==> config.mk <==
export PLATFORM = sky130hd
export DESIGN_NAME = ble_adv_record_parser_flat
export DESIGN_NICKNAME = d
export VERILOG_FILES = /design/src/rtl/bap_pkg.sv /design/src/rtl/bap_if.sv /design/src/rtl/bap_core.sv /design/src/rtl/bap_res_fifo.sv /design/src/rtl/ble_adv_record_parser.sv /design/src/flat_wrapper.sv
export SDC_FILE = /design/constraint.sdc
export NUM_CORES = 1
export LEC_CHECK = 0
export BUFFER_PORTS_ARGS = -buffer_cell sky130_fd_sc_hd__clkbuf_2
export CAP_MARGIN = 20
export CORE_UTILIZATION = 60
export DETAILED_ROUTE_END_ITERATION = 8
export PLACE_DENSITY_LB_ADDON = 0.2
export SLEW_MARGIN = 5
export SYNTH_ARGS = -nofsm -noshare
export SYNTH_HDL_FRONTEND = slang
export SYNTH_SLANG_ARGS = --single-unit
==> constraint.sdc <==
create_clock -name clk_i -period 19.2 [get_ports clk_i]
set_input_delay 0.96 -clock clk_i [delete_from_list [all_inputs] [get_ports clk_i]]
set_output_delay 0.96 -clock clk_i [all_outputs]
set_load 0.005 [all_outputs]
==> src/rtl/bap_pkg.sv <==
// Shared types and constants of the advertising record parser.
// No dependencies; bap_core, bap_res_fifo and the top level import this package.
package bap_pkg;

  // Advertising data record types
  localparam logic [7:0] AD_FLAGS        = 8'h01;
  localparam logic [7:0] AD_UUID16_PART  = 8'h02;
  localparam logic [7:0] AD_UUID16_FULL  = 8'h03;
  localparam logic [7:0] AD_UUID32_PART  = 8'h04;
  localparam logic [7:0] AD_UUID32_FULL  = 8'h05;
  localparam logic [7:0] AD_UUID128_PART = 8'h06;
  localparam logic [7:0] AD_UUID128_FULL = 8'h07;
  localparam logic [7:0] AD_NAME_SHORT   = 8'h08;
  localparam logic [7:0] AD_NAME_FULL    = 8'h09;
  localparam logic [7:0] AD_TX_POWER     = 8'h0A;
  localparam logic [7:0] AD_SVC_DATA16   = 8'h16;
  localparam logic [7:0] AD_APPEARANCE   = 8'h19;
  localparam logic [7:0] AD_SVC_DATA32   = 8'h20;
  localparam logic [7:0] AD_SVC_DATA128  = 8'h21;
  localparam logic [7:0] AD_MFG_DATA     = 8'hFF;

  // Result kinds
  localparam logic [3:0] KIND_FLAGS     = 4'd0;
  localparam logic [3:0] KIND_NAME      = 4'd1;
  localparam logic [3:0] KIND_TX_POWER  = 4'd2;
  localparam logic [3:0] KIND_APPEAR    = 4'd3;
  localparam logic [3:0] KIND_UUID16    = 4'd4;
  localparam logic [3:0] KIND_UUID32    = 4'd5;
  localparam logic [3:0] KIND_UUID128   = 4'd6;
  localparam logic [3:0] KIND_MFG_ID    = 4'd7;
  localparam logic [3:0] KIND_SVC16     = 4'd8;
  localparam logic [3:0] KIND_SVC32     = 4'd9;
  localparam logic [3:0] KIND_SVC128    = 4'd10;
  localparam logic [3:0] KIND_DATA_BYTE = 4'd11;
  localparam logic [3:0] KIND_END       = 4'd12;

  typedef struct packed {
    logic [3:0]  kind;
    logic [63:0] value_low;
    logic [63:0] value_high;
    logic [7:0]  byte_index;
    logic        record_last;
    logic        payload_end;
    logic        end_status;
  } res_t;

endpackage

==> src/rtl/bap_if.sv <==
// Valid/ready stream interfaces of the advertising record parser.
// Input carries payload bytes, output carries parsed results; no dependencies.
interface bap_in_if;
  logic       valid;
  logic       ready;
  logic [7:0] data_byte;
  logic [7:0] payload_length;
  logic       first_byte;

  modport source (output valid, data_byte, payload_length, first_byte, input ready);
  modport sink   (input valid, data_byte, payload_length, first_byte, output ready);
endinterface

interface bap_out_if;
  logic        valid;
  logic        ready;
  logic [3:0]  kind;
  logic [63:0] value_low;
  logic [63:0] value_high;
  logic [7:0]  byte_index;
  logic        record_last;
  logic        payload_end;
  logic        end_status;

  modport source (output valid, kind, value_low, value_high, byte_index, record_last,
                  payload_end, end_status, input ready);
  modport sink   (input valid, kind, value_low, value_high, byte_index, record_last,
                  payload_end, end_status, output ready);
endinterface

==> src/rtl/bap_core.sv <==
// Record parser state and per-byte decode: one accepted byte per cycle.
// Depends on bap_pkg.
module bap_core
  import bap_pkg::*;
(
  input  logic       clk_i,
  input  logic       rst_ni,
  input  logic       valid_i,
  input  logic [7:0] data_byte_i,
  input  logic [7:0] payload_length_i,
  input  logic       first_byte_i,
  output logic       res_valid_o,
  output res_t       res_o
);

  typedef enum logic [4:0] {
    PH_LEN  = 5'b00001,
    PH_TYPE = 5'b00010,
    PH_DATA = 5'b00100,
    PH_STOP = 5'b01000,
    PH_DONE = 5'b10000
  } phase_e;

  phase_e      phase_q, phase_d, phase_e_c;
  logic [7:0]  pos_q, pos_d, pos_c;
  logic [7:0]  rtype_q, rtype_d, rtype_c;
  logic [7:0]  cnt_q, cnt_d, cnt_c;
  logic [7:0]  ofs_q, ofs_d, ofs_c;
  logic [7:0]  name_len_q, name_len_d, name_len_c;
  logic        name_rep_q, name_rep_d, name_rep_c;
  logic [63:0] asm0_q, asm0_d, asm0_c;
  logic [63:0] asm1_q, asm1_d, asm1_c;
  logic        ovr_q, ovr_d, ovr_c;

  logic        have;
  res_t        res;
  logic        is_data_rec;
  logic [4:0]  id_len;
  logic [3:0]  id_kind;
  logic [7:0]  b;
  logic [8:0]  p9, len9, i9;

  always_comb begin
    // a first byte clears everything before it is parsed
    pos_c      = first_byte_i ? 8'd0   : pos_q;
    phase_e_c  = first_byte_i ? PH_LEN : phase_q;
    rtype_c    = first_byte_i ? 8'd0   : rtype_q;
    cnt_c      = first_byte_i ? 8'd0   : cnt_q;
    ofs_c      = first_byte_i ? 8'd0   : ofs_q;
    name_len_c = first_byte_i ? 8'd0   : name_len_q;
    name_rep_c = first_byte_i ? 1'b0   : name_rep_q;
    asm0_c     = first_byte_i ? 64'd0  : asm0_q;
    asm1_c     = first_byte_i ? 64'd0  : asm1_q;
    ovr_c      = first_byte_i ? 1'b0   : ovr_q;

    b    = data_byte_i;
    p9   = {1'b0, pos_c};
    len9 = {1'b0, payload_length_i};
    i9   = {1'b0, ofs_c};

    pos_d      = valid_i ? pos_c      : pos_q;
    phase_d    = valid_i ? phase_e_c  : phase_q;
    rtype_d    = valid_i ? rtype_c    : rtype_q;
    cnt_d      = valid_i ? cnt_c      : cnt_q;
    ofs_d      = valid_i ? ofs_c      : ofs_q;
    name_len_d = valid_i ? name_len_c : name_len_q;
    name_rep_d = valid_i ? name_rep_c : name_rep_q;
    asm0_d     = valid_i ? asm0_c     : asm0_q;
    asm1_d     = valid_i ? asm1_c     : asm1_q;
    ovr_d      = valid_i ? ovr_c      : ovr_q;

    have        = 1'b0;
    res         = '0;
    is_data_rec = 1'b0;
    id_len      = 5'd0;
    id_kind     = KIND_END;

    if (valid_i && phase_e_c != PH_DONE) begin
      if (p9 >= len9) begin
        phase_d = PH_DONE;
      end else begin
        unique case (phase_e_c)
          PH_LEN: begin
            if (p9 + 9'd2 < len9) begin
              if (b != 8'd0) begin
                if ({2'b00, pos_c} + 10'd1 + {2'b00, b} > {2'b00, payload_length_i}) begin
                  ovr_d   = 1'b1;
                  phase_d = PH_STOP;
                end else begin
                  cnt_d   = b - 8'd1;
                  phase_d = PH_TYPE;
                end
              end
            end else begin
              phase_d = PH_STOP;
            end
          end
          PH_TYPE: begin
            rtype_d    = b;
            ofs_d      = 8'd0;
            asm0_d     = 64'd0;
            asm1_d     = 64'd0;
            name_rep_d = 1'b0;
            if (b == AD_NAME_SHORT || b == AD_NAME_FULL) begin
              name_rep_d = cnt_c > name_len_c;
              if (cnt_c > name_len_c) name_len_d = cnt_c;
            end
            phase_d = (cnt_c != 8'd0) ? PH_DATA : PH_LEN;
          end
          PH_DATA: begin
            // assemble the byte into the uuid/identifier window
            if (rtype_c >= AD_UUID16_PART && rtype_c <= AD_UUID32_FULL) begin
              if (ofs_c[1:0] == 2'd0) asm0_d = 64'd0;
              asm0_d = asm0_d | (64'(b) << {ofs_c[1:0], 3'b000});
            end else if (ofs_c < 8'd16) begin
              if (ofs_c[3]) asm1_d = asm1_c | (64'(b) << {ofs_c[2:0], 3'b000});
              else          asm0_d = asm0_c | (64'(b) << {ofs_c[2:0], 3'b000});
            end

            case (rtype_c) inside
              AD_FLAGS, AD_TX_POWER: begin
                if (ofs_c == 8'd0) begin
                  have          = 1'b1;
                  res.kind      = (rtype_c == AD_FLAGS) ? KIND_FLAGS : KIND_TX_POWER;
                  res.value_low = 64'(b);
                end
              end
              AD_NAME_SHORT, AD_NAME_FULL: begin
                if (name_rep_c) begin
                  have           = 1'b1;
                  res.kind       = KIND_NAME;
                  res.value_low  = 64'(b);
                  res.byte_index = ofs_c;
                end
              end
              AD_APPEARANCE: begin
                if (ofs_c == 8'd1) begin
                  have          = 1'b1;
                  res.kind      = KIND_APPEAR;
                  res.value_low = {48'd0, asm0_d[15:0]};
                end
              end
              AD_UUID16_PART, AD_UUID16_FULL: begin
                if (ofs_c[0]) begin
                  have          = 1'b1;
                  res.kind      = KIND_UUID16;
                  res.value_low = ofs_c[1] ? {48'd0, asm0_d[31:16]} : {48'd0, asm0_d[15:0]};
                end
              end
              AD_UUID32_PART, AD_UUID32_FULL: begin
                if (ofs_c[1:0] == 2'd3) begin
                  have          = 1'b1;
                  res.kind      = KIND_UUID32;
                  res.value_low = {32'd0, asm0_d[31:0]};
                end
              end
              AD_UUID128_PART, AD_UUID128_FULL: begin
                if (ofs_c == 8'd15) begin
                  have           = 1'b1;
                  res.kind       = KIND_UUID128;
                  res.value_low  = asm0_d;
                  res.value_high = asm1_d;
                end
              end
              AD_MFG_DATA: begin
                is_data_rec = 1'b1; id_len = 5'd2;  id_kind = KIND_MFG_ID;
              end
              AD_SVC_DATA16: begin
                is_data_rec = 1'b1; id_len = 5'd2;  id_kind = KIND_SVC16;
              end
              AD_SVC_DATA32: begin
                is_data_rec = 1'b1; id_len = 5'd4;  id_kind = KIND_SVC32;
              end
              AD_SVC_DATA128: begin
                is_data_rec = 1'b1; id_len = 5'd16; id_kind = KIND_SVC128;
              end
              default: ;
            endcase

            // identifier first, then every byte after it; short records drop
            if (is_data_rec && cnt_c >= {3'd0, id_len}) begin
              if (i9 + 9'd1 == {4'd0, id_len}) begin
                have             = 1'b1;
                res.kind         = id_kind;
                res.value_low    = (id_len == 5'd2) ? {48'd0, asm0_d[15:0]} :
                                   (id_len == 5'd4) ? {32'd0, asm0_d[31:0]} : asm0_d;
                res.value_high   = (id_len == 5'd16) ? asm1_d : 64'd0;
                res.record_last  = (cnt_c == {3'd0, id_len});
              end else if (ofs_c >= {3'd0, id_len}) begin
                have            = 1'b1;
                res.kind        = KIND_DATA_BYTE;
                res.value_low   = 64'(b);
                res.byte_index  = ofs_c - {3'd0, id_len};
                res.record_last = (i9 + 9'd1 == {1'b0, cnt_c});
              end
            end

            ofs_d = ofs_c + 8'd1;
            if (i9 + 9'd1 >= {1'b0, cnt_c}) phase_d = PH_LEN;
          end
          PH_STOP: ;
          default: ;
        endcase

        // the last byte always answers
        if (p9 + 9'd1 == len9) begin
          if (!have) begin
            res      = '0;
            res.kind = KIND_END;
            have     = 1'b1;
          end
          res.payload_end = 1'b1;
          res.end_status  = ovr_d;
          phase_d         = PH_DONE;
        end
        pos_d = (pos_c != 8'hFF) ? pos_c + 8'd1 : 8'hFF;
      end
    end
  end

  always_ff @(posedge clk_i or negedge rst_ni) begin
    if (!rst_ni) begin
      phase_q    <= PH_LEN;
      pos_q      <= 8'd0;
      rtype_q    <= 8'd0;
      cnt_q      <= 8'd0;
      ofs_q      <= 8'd0;
      name_len_q <= 8'd0;
      name_rep_q <= 1'b0;
      asm0_q     <= 64'd0;
      asm1_q     <= 64'd0;
      ovr_q      <= 1'b0;
    end else begin
      phase_q    <= phase_d;
      pos_q      <= pos_d;
      rtype_q    <= rtype_d;
      cnt_q      <= cnt_d;
      ofs_q      <= ofs_d;
      name_len_q <= name_len_d;
      name_rep_q <= name_rep_d;
      asm0_q     <= asm0_d;
      asm1_q     <= asm1_d;
      ovr_q      <= ovr_d;
    end
  end

  assign res_valid_o = have;
  assign res_o       = res;

`ifndef SYNTHESIS
  // a finished payload stays finished until the next first byte
  a_done_holds: assert property (@(posedge clk_i) disable iff (!rst_ni)
    (phase_q == PH_DONE && !(valid_i && first_byte_i)) |=> phase_q == PH_DONE)
    else $error("parser left done without a first byte");
  // an end marker result always closes the payload
  a_end_kind: assert property (@(posedge clk_i) disable iff (!rst_ni)
    (have && res.kind == KIND_END) |-> res.payload_end)
    else $error("end-only result without payload end");
`endif

endmodule

==> src/rtl/bap_res_fifo.sv <==
// Two-entry result queue between the parser core and the output channel.
// Depends on bap_pkg for the result type.
module bap_res_fifo
  import bap_pkg::*;
(
  input  logic clk_i,
  input  logic rst_ni,
  input  logic push_i,
  input  res_t push_data_i,
  output logic full_o,
  output logic pop_valid_o,
  input  logic pop_ready_i,
  output res_t pop_data_o
);

  res_t       mem_q [2];
  logic       wr_ptr_q, rd_ptr_q;
  logic [1:0] count_q, count_d;
  logic       pop;

  assign full_o      = (count_q == 2'd2);
  assign pop_valid_o = (count_q != 2'd0);
  assign pop         = pop_valid_o && pop_ready_i;
  assign pop_data_o  = mem_q[rd_ptr_q];

  always_comb begin
    count_d = count_q;
    if (push_i && !pop)      count_d = count_q + 2'd1;
    else if (!push_i && pop) count_d = count_q - 2'd1;
  end

  always_ff @(posedge clk_i) begin
    if (push_i) mem_q[wr_ptr_q] <= push_data_i;
  end

  always_ff @(posedge clk_i or negedge rst_ni) begin
    if (!rst_ni) begin
      wr_ptr_q <= 1'b0;
      rd_ptr_q <= 1'b0;
      count_q  <= 2'd0;
    end else begin
      if (push_i) wr_ptr_q <= ~wr_ptr_q;
      if (pop)    rd_ptr_q <= ~rd_ptr_q;
      count_q <= count_d;
    end
  end

`ifndef SYNTHESIS
  a_no_overflow: assert property (@(posedge clk_i) disable iff (!rst_ni)
    !(push_i && full_o))
    else $error("result pushed into a full queue");
  a_count_range: assert property (@(posedge clk_i) disable iff (!rst_ni)
    count_q != 2'd3)
    else $error("queue count out of range");
  a_ptr_count: assert property (@(posedge clk_i) disable iff (!rst_ni)
    (count_q == 2'd0 || count_q == 2'd2) |-> (wr_ptr_q == rd_ptr_q))
    else $error("queue pointers disagree with count");
`endif

endmodule

==> src/rtl/ble_adv_record_parser.sv <==
// Top level of the advertising record parser: core plus result queue.
// Depends on bap_pkg, bap_if.sv, bap_core and bap_res_fifo.
//
// Usage:
//   in_i carries one payload byte per transaction together with the payload
//   length and a first-byte mark; a transaction with first_byte set restarts
//   the parser on a new payload. out_o carries at most one result per input
//   byte: flags, name bytes, tx power, appearance, service uuids,
//   manufacturer/service data identifiers and their data bytes. The payload's
//   last byte always yields a result with payload_end set.
//   A result is registered in the result queue as its byte is accepted and
//   is offered on out_o from the queue head. Throughput: one byte per cycle
//   while the queue has room; the decode into the queue is combinational.
//   A two-entry result queue lets the input keep flowing while one result
//   waits; in_i.ready drops only when both entries are full, so a stalled
//   receiver stops input after at most two pending results. Bytes that would
//   give no result are refused too while the queue is full: ready is simply
//   the queue not being full.
//   Reset (rst_ni low, asynchronous) empties the queue and puts the parser in
//   front of a new record length with all record state cleared.
module ble_adv_record_parser
  import bap_pkg::*;
(
  input  logic clk_i,
  input  logic rst_ni,
  bap_in_if.sink    in_i,
  bap_out_if.source out_o
);

  logic accept;
  logic res_valid;
  logic fifo_full;
  res_t res;
  res_t head;

  // accept whenever the queue has room for a possible result
  assign in_i.ready = !fifo_full;
  assign accept     = in_i.valid && !fifo_full;

  bap_core u_core (
    .clk_i            (clk_i),
    .rst_ni           (rst_ni),
    .valid_i          (accept),
    .data_byte_i      (in_i.data_byte),
    .payload_length_i (in_i.payload_length),
    .first_byte_i     (in_i.first_byte),
    .res_valid_o      (res_valid),
    .res_o            (res)
  );

  bap_res_fifo u_fifo (
    .clk_i       (clk_i),
    .rst_ni      (rst_ni),
    .push_i      (res_valid),
    .push_data_i (res),
    .full_o      (fifo_full),
    .pop_valid_o (out_o.valid),
    .pop_ready_i (out_o.ready),
    .pop_data_o  (head)
  );

  // drive the output payload from the queue head
  assign out_o.kind        = head.kind;
  assign out_o.value_low   = head.value_low;
  assign out_o.value_high  = head.value_high;
  assign out_o.byte_index  = head.byte_index;
  assign out_o.record_last = head.record_last;
  assign out_o.payload_end = head.payload_end;
  assign out_o.end_status  = head.end_status;

endmodule
==> src/flat_wrapper.sv <==
// flat-port wrapper written by rule: the top's interface ports become plain ports
module ble_adv_record_parser_flat import bap_pkg::*;
  (clk_i, rst_ni, in_i_valid, in_i_data_byte, in_i_payload_length, in_i_first_byte, in_i_ready, out_o_valid, out_o_kind, out_o_value_low, out_o_value_high, out_o_byte_index, out_o_record_last, out_o_payload_end, out_o_end_status, out_o_ready);
  bap_in_if in_i_i ();
  bap_out_if out_o_i ();
  input  logic clk_i;
  input  logic rst_ni;
  input wire logic [$bits(in_i_i.valid)-1:0] in_i_valid;
  input wire logic [$bits(in_i_i.data_byte)-1:0] in_i_data_byte;
  input wire logic [$bits(in_i_i.payload_length)-1:0] in_i_payload_length;
  input wire logic [$bits(in_i_i.first_byte)-1:0] in_i_first_byte;
  output wire logic [$bits(in_i_i.ready)-1:0] in_i_ready;
  output wire logic [$bits(out_o_i.valid)-1:0] out_o_valid;
  output wire logic [$bits(out_o_i.kind)-1:0] out_o_kind;
  output wire logic [$bits(out_o_i.value_low)-1:0] out_o_value_low;
  output wire logic [$bits(out_o_i.value_high)-1:0] out_o_value_high;
  output wire logic [$bits(out_o_i.byte_index)-1:0] out_o_byte_index;
  output wire logic [$bits(out_o_i.record_last)-1:0] out_o_record_last;
  output wire logic [$bits(out_o_i.payload_end)-1:0] out_o_payload_end;
  output wire logic [$bits(out_o_i.end_status)-1:0] out_o_end_status;
  input wire logic [$bits(out_o_i.ready)-1:0] out_o_ready;
  assign in_i_i.valid = in_i_valid;
  assign in_i_i.data_byte = in_i_data_byte;
  assign in_i_i.payload_length = in_i_payload_length;
  assign in_i_i.first_byte = in_i_first_byte;
  assign in_i_ready = in_i_i.ready;
  assign out_o_valid = out_o_i.valid;
  assign out_o_kind = out_o_i.kind;
  assign out_o_value_low = out_o_i.value_low;
  assign out_o_value_high = out_o_i.value_high;
  assign out_o_byte_index = out_o_i.byte_index;
  assign out_o_record_last = out_o_i.record_last;
  assign out_o_payload_end = out_o_i.payload_end;
  assign out_o_end_status = out_o_i.end_status;
  assign out_o_i.ready = out_o_ready;
  ble_adv_record_parser u_core (.clk_i(clk_i), .rst_ni(rst_ni), .in_i(in_i_i), .out_o(out_o_i));
endmodule
==> results.py <==
metrics = {
    "yosys": {
        "yosysWarnings": 0,
        "ys_types": 98,
        "ys_top_cells_by_area": "edfxtp_1 (36%), dfrtp_1 (19%), mux2_2 (6.8%), a22o_1 (4.6%), a22oi_1 (3.9%)",
        "async_flop_share_pct": 38.49,
        "ys_ff_latch": 465,
        "avgSynthCellArea_sq_um": 12.35,
        "syn-cell-area_sq_um": 23700,
        "synth_top_area_share_pct": 36.24,
        "syn-num-nets": 2003,
        "synth_flop_cell": "edfxtp_1",
        "synthTopCellsByCount": "edfxtp_1 (286), dfrtp_1 (178), mux2_2 (144)",
        "ys_seq_area_share_pct": 55.15,
        "synth_top_area_cell": "edfxtp_1",
        "synth-edff-count": 286,
        "synthMostInstantiatedCell": "edfxtp_1",
        "synthCells": 1919,
    },
    "sta": {
        "hold_violations": 0,
        "finalSetupViolCount": 0,
        "post-route-period-util_pct": 33.55,
        "fmax_ghz": 0.1552,
        "final.setup.tns_ps": 0,
        "drv_slew": 0,
        "min_period_ps": 6442,
        "rsz0062_at_grt": "false",
        "tightest_slew_ps": 1161,
        "finalClockSkew_ps": 10.80,
        "relSlewSlack_pct": 21.97,
    },
    "pwr": {
        "p_comb_share_pct": 26.4,
        "swShare_pct": 29.59,
        "leakagePower_nw": 10.29,
        "p_switching_w": 0.0008060,
        "pwr-share-clk_pct": 32.8,
        "intPower_w": 0.001918,
        "seqPwrFrac_pct": 40.8,
        "powerDensity_nw_per_um2": 103.2,
        "peakVddDrop_uv": 72.71,
    },
    "grt": {
        "antenna_found_initial": 0,
        "grt_pass1_wl_um": 97910,
        "grt_overflow": 0,
        "grt_usage_pct": 31.50,
        "grt_max_degree": 137,
        "grt_pass1_vias": 16915,
    },
    "final_layout": {
        "final_nets": 2109,
        "num-fill-cells": 2877,
        "area_growth_syn_to_layout_pct": 11.36,
        "drive_above_1_share_pct": 25.88,
        "fin_area_sq_um": 26390,
        "diodes": 0,
    },
    "worst_setup_path": {
        "critPathKind": "in2reg",
        "crit_path_max_fanout": 55,
        "crit_path_end_kind": "flop",
        "r2r_setup_slack_ps": 12900,
        "critical_path.most_common_cell": "buf_4",
        "critPathArrivalTime_ps": 6660,
        "start_kind": "input pin",
        "worstPathCellList": "clkbuf_2, buf_4, nand2b_1, inv_1, ha_1, nand3_1, mux2_4, o21ai_1, o21ai_0, o31ai_2, o21ai_0, a21oi_4, buf_4, buf_4",
        "slowest_stage": "o31ai_2",
        "critPathRequiredTime_ps": 19420,
        "max_stage_delay_ps": 890,
    },
    "placed_design": {
        "place.gp.congestion": 0.9405,
        "dp_hpwl_um": 41200,
        "port_buffers": 165,
        "post_dp_cell_area_sq_um": 24860,
    },
    "clocking": {
        "cts_root_buf": "clkbuf_16",
        "clock_path_buffers": 3,
        "clock-sinks": 465,
        "post_cts_buffers": 0,
        "cts_resized": 0,
        "clk_pin_slew_ps": 60,
        "hold_buffers": 0,
        "clk_latency_ps": 590,
        "cts_max_level": 2,
        "cts_made_buffers": 47,
        "cts_tree": "yes",
    },
    "floorplanning": {
        "ios": 166,
        "die_h_um": 200.7,
        "core_sq_um": 38830,
        "num_rows": 72,
        "start_util_pct": 61.03,
        "die_x_um": 200.7,
        "die-area_sq_um": 40290,
    },
    "detailed_routing": {
        "remaining_drc_errors": 0,
        "firstDrtPassIters": 6,
        "drt_wl_total_um": 63690,
        "first_iter_violations": 1781,
        "wl_per_cell_um": 24.68,
        "ant_nets": 0,
        "num_vias": 17319,
        "post_drt_via_cell_ratio": 6.710,
    },
    "status": {
        "outcome": "finished clean",
    },
    "min_path": {
        "min_path_type": "in2async",
    },
    "run": {
        "maxCapViolations": 0,
    },
}
cell type report:
class	count	area, sq um	area share (%)
clock buffers	61	1249	4.732
clock inverters	26	246.5	0.9340
inverters	48	180.2	0.6827
multi-input cells	1249	9764	37.00
flip-flops and latches	465	13070	49.54
well taps	518	648.1	2.456
repair buffers	214	1230	4.661
flip-flops by register name (all words and copies together), names as in the netlist, 2 cells and up:
signal	count
u_core.u_core.rtype_q	8
u_core.u_core.name_len_q	8
u_core.u_core.cnt_q	8
u_core.u_core.ofs_q	8
u_core.u_core.pos_q	8
u_core.u_fifo.mem_q	286
u_core.u_fifo.count_q	2
u_core.u_core.asm0_q	64
u_core.u_core.asm1_q	64
u_core.u_core.phase_q	5
cells by family after synthesis:
family | synth area share [%]
compound gates | 16.08
simple gates | 12.08
fa+ha+maj | 3.390
xor+xnor | 1.389
buf+inv | 4.118
mux | 7.798
flops | 55.15
worst paths after layout:
path / from / depth (start not counted) / endpoint
max: in_i_first_byte / 14 / u_core.u_fifo.mem_q[1][8]$_DFFE_PP_
max reg2reg: u_core.u_core.ofs_q[0]$_DFF_PN0_ / 12 / u_core.u_fifo.mem_q[1][8]$_DFFE_PP_
min in group clk_i: u_core.u_core.asm0_q[31]$_DFF_PN0_ / 2 / u_core.u_core.asm0_q[31]$_DFF_PN0_
min: rst_ni / 1 / u_core.u_core.pos_q[0]$_DFF_PN0_
min reg2reg: u_core.u_core.asm0_q[31]$_DFF_PN0_ / 2 / u_core.u_core.asm0_q[31]$_DFF_PN0_
max in group asynchronous: rst_ni / 2 / u_core.u_fifo.rd_ptr_q$_DFFE_PN0P_
cell usage in the layout, fill, tap and decap left out, types with 5 or more instances in the layout:
cell       count
a2111oi_0      5
a21o_1        10
a21oi_1       61
a221oi_1       8
a22o_1       125
a22oi_1      122
a2bb2oi_1      5
a31oi_1       10
a32o_1        12
and2_1        18
and3_1        19
buf_4         45
clkbuf_1      12
clkbuf_16     47
clkbuf_2     164
clkinv_2      12
dfrtp_1      177
edfxtp_1     286
ha_1          61
inv_1         48
mux2_2       144
mux2i_1       20
nand2_1       72
nand2b_1      27
nand3_1       36
nand4_1       14
nor2_1        67
nor2b_1       24
nor3_1        87
nor3_2        55
nor3b_1        5
nor4_1         6
o211ai_1      11
o21a_1         7
o21ai_0       52
o31a_1         5
o32a_1        11
or2_2          5
xnor2_1       20
xor2_1        15
through the flow:
step / std cells / total power, W / setup WS (ps) / hold slack (ps) / util, %
4_1_cts: 2578 / 0.002735 / 12930 / 341.4 / 67.87
3_5_place_dp: 2491 / 0.001848 / 12340 / 469.0 / 64.01
6_report: 2581 / 0.002724 / 12760 / 315.4 / 67.97
3_3_place_gp: 2491 / 0.001842 / 12380 / 455.3 / 64.01
5_1_grt: 2581 / 0.002830 / 12430 / 335.9 / 67.97
2_1_floorplan: 1919 / 0.001584 / 8098 / 441.8 / -
per-layer routing:
layer	global-route usage (%)	vias to the layer above	share of wire [%]
li1	-	7610	-
met1	42.51	8691	40
met2	51.14	856	48
met3	5.406	162	7.6
met4	12.27	0	3.9
met5	0	-	0
critical path: cells and delay by family:
family                     cells  cell delay, ps
muxes                          1             330
and+or+nand+nor                2             780
AOI/OAI and AO/OA              5            2090
adders and majority gates      1             400
buffers and inverters          5            1980
power by group through the flow:
stage | logic [W] | registers (W) | clock network, W
6_report | 0.000718 | 0.00111 | 0.000893
2_1_floorplan | 0.000466 | 0.00112 | 0
4_1_cts | 0.000723 | 0.00111 | 0.000901
5_1_grt | 0.000773 | 0.00111 | 0.000941
3_5_place_dp | 0.000717 | 0.00113 | 0
3_3_place_gp | 0.000712 | 0.00113 | 0
(Power assumes the default switching activity.)
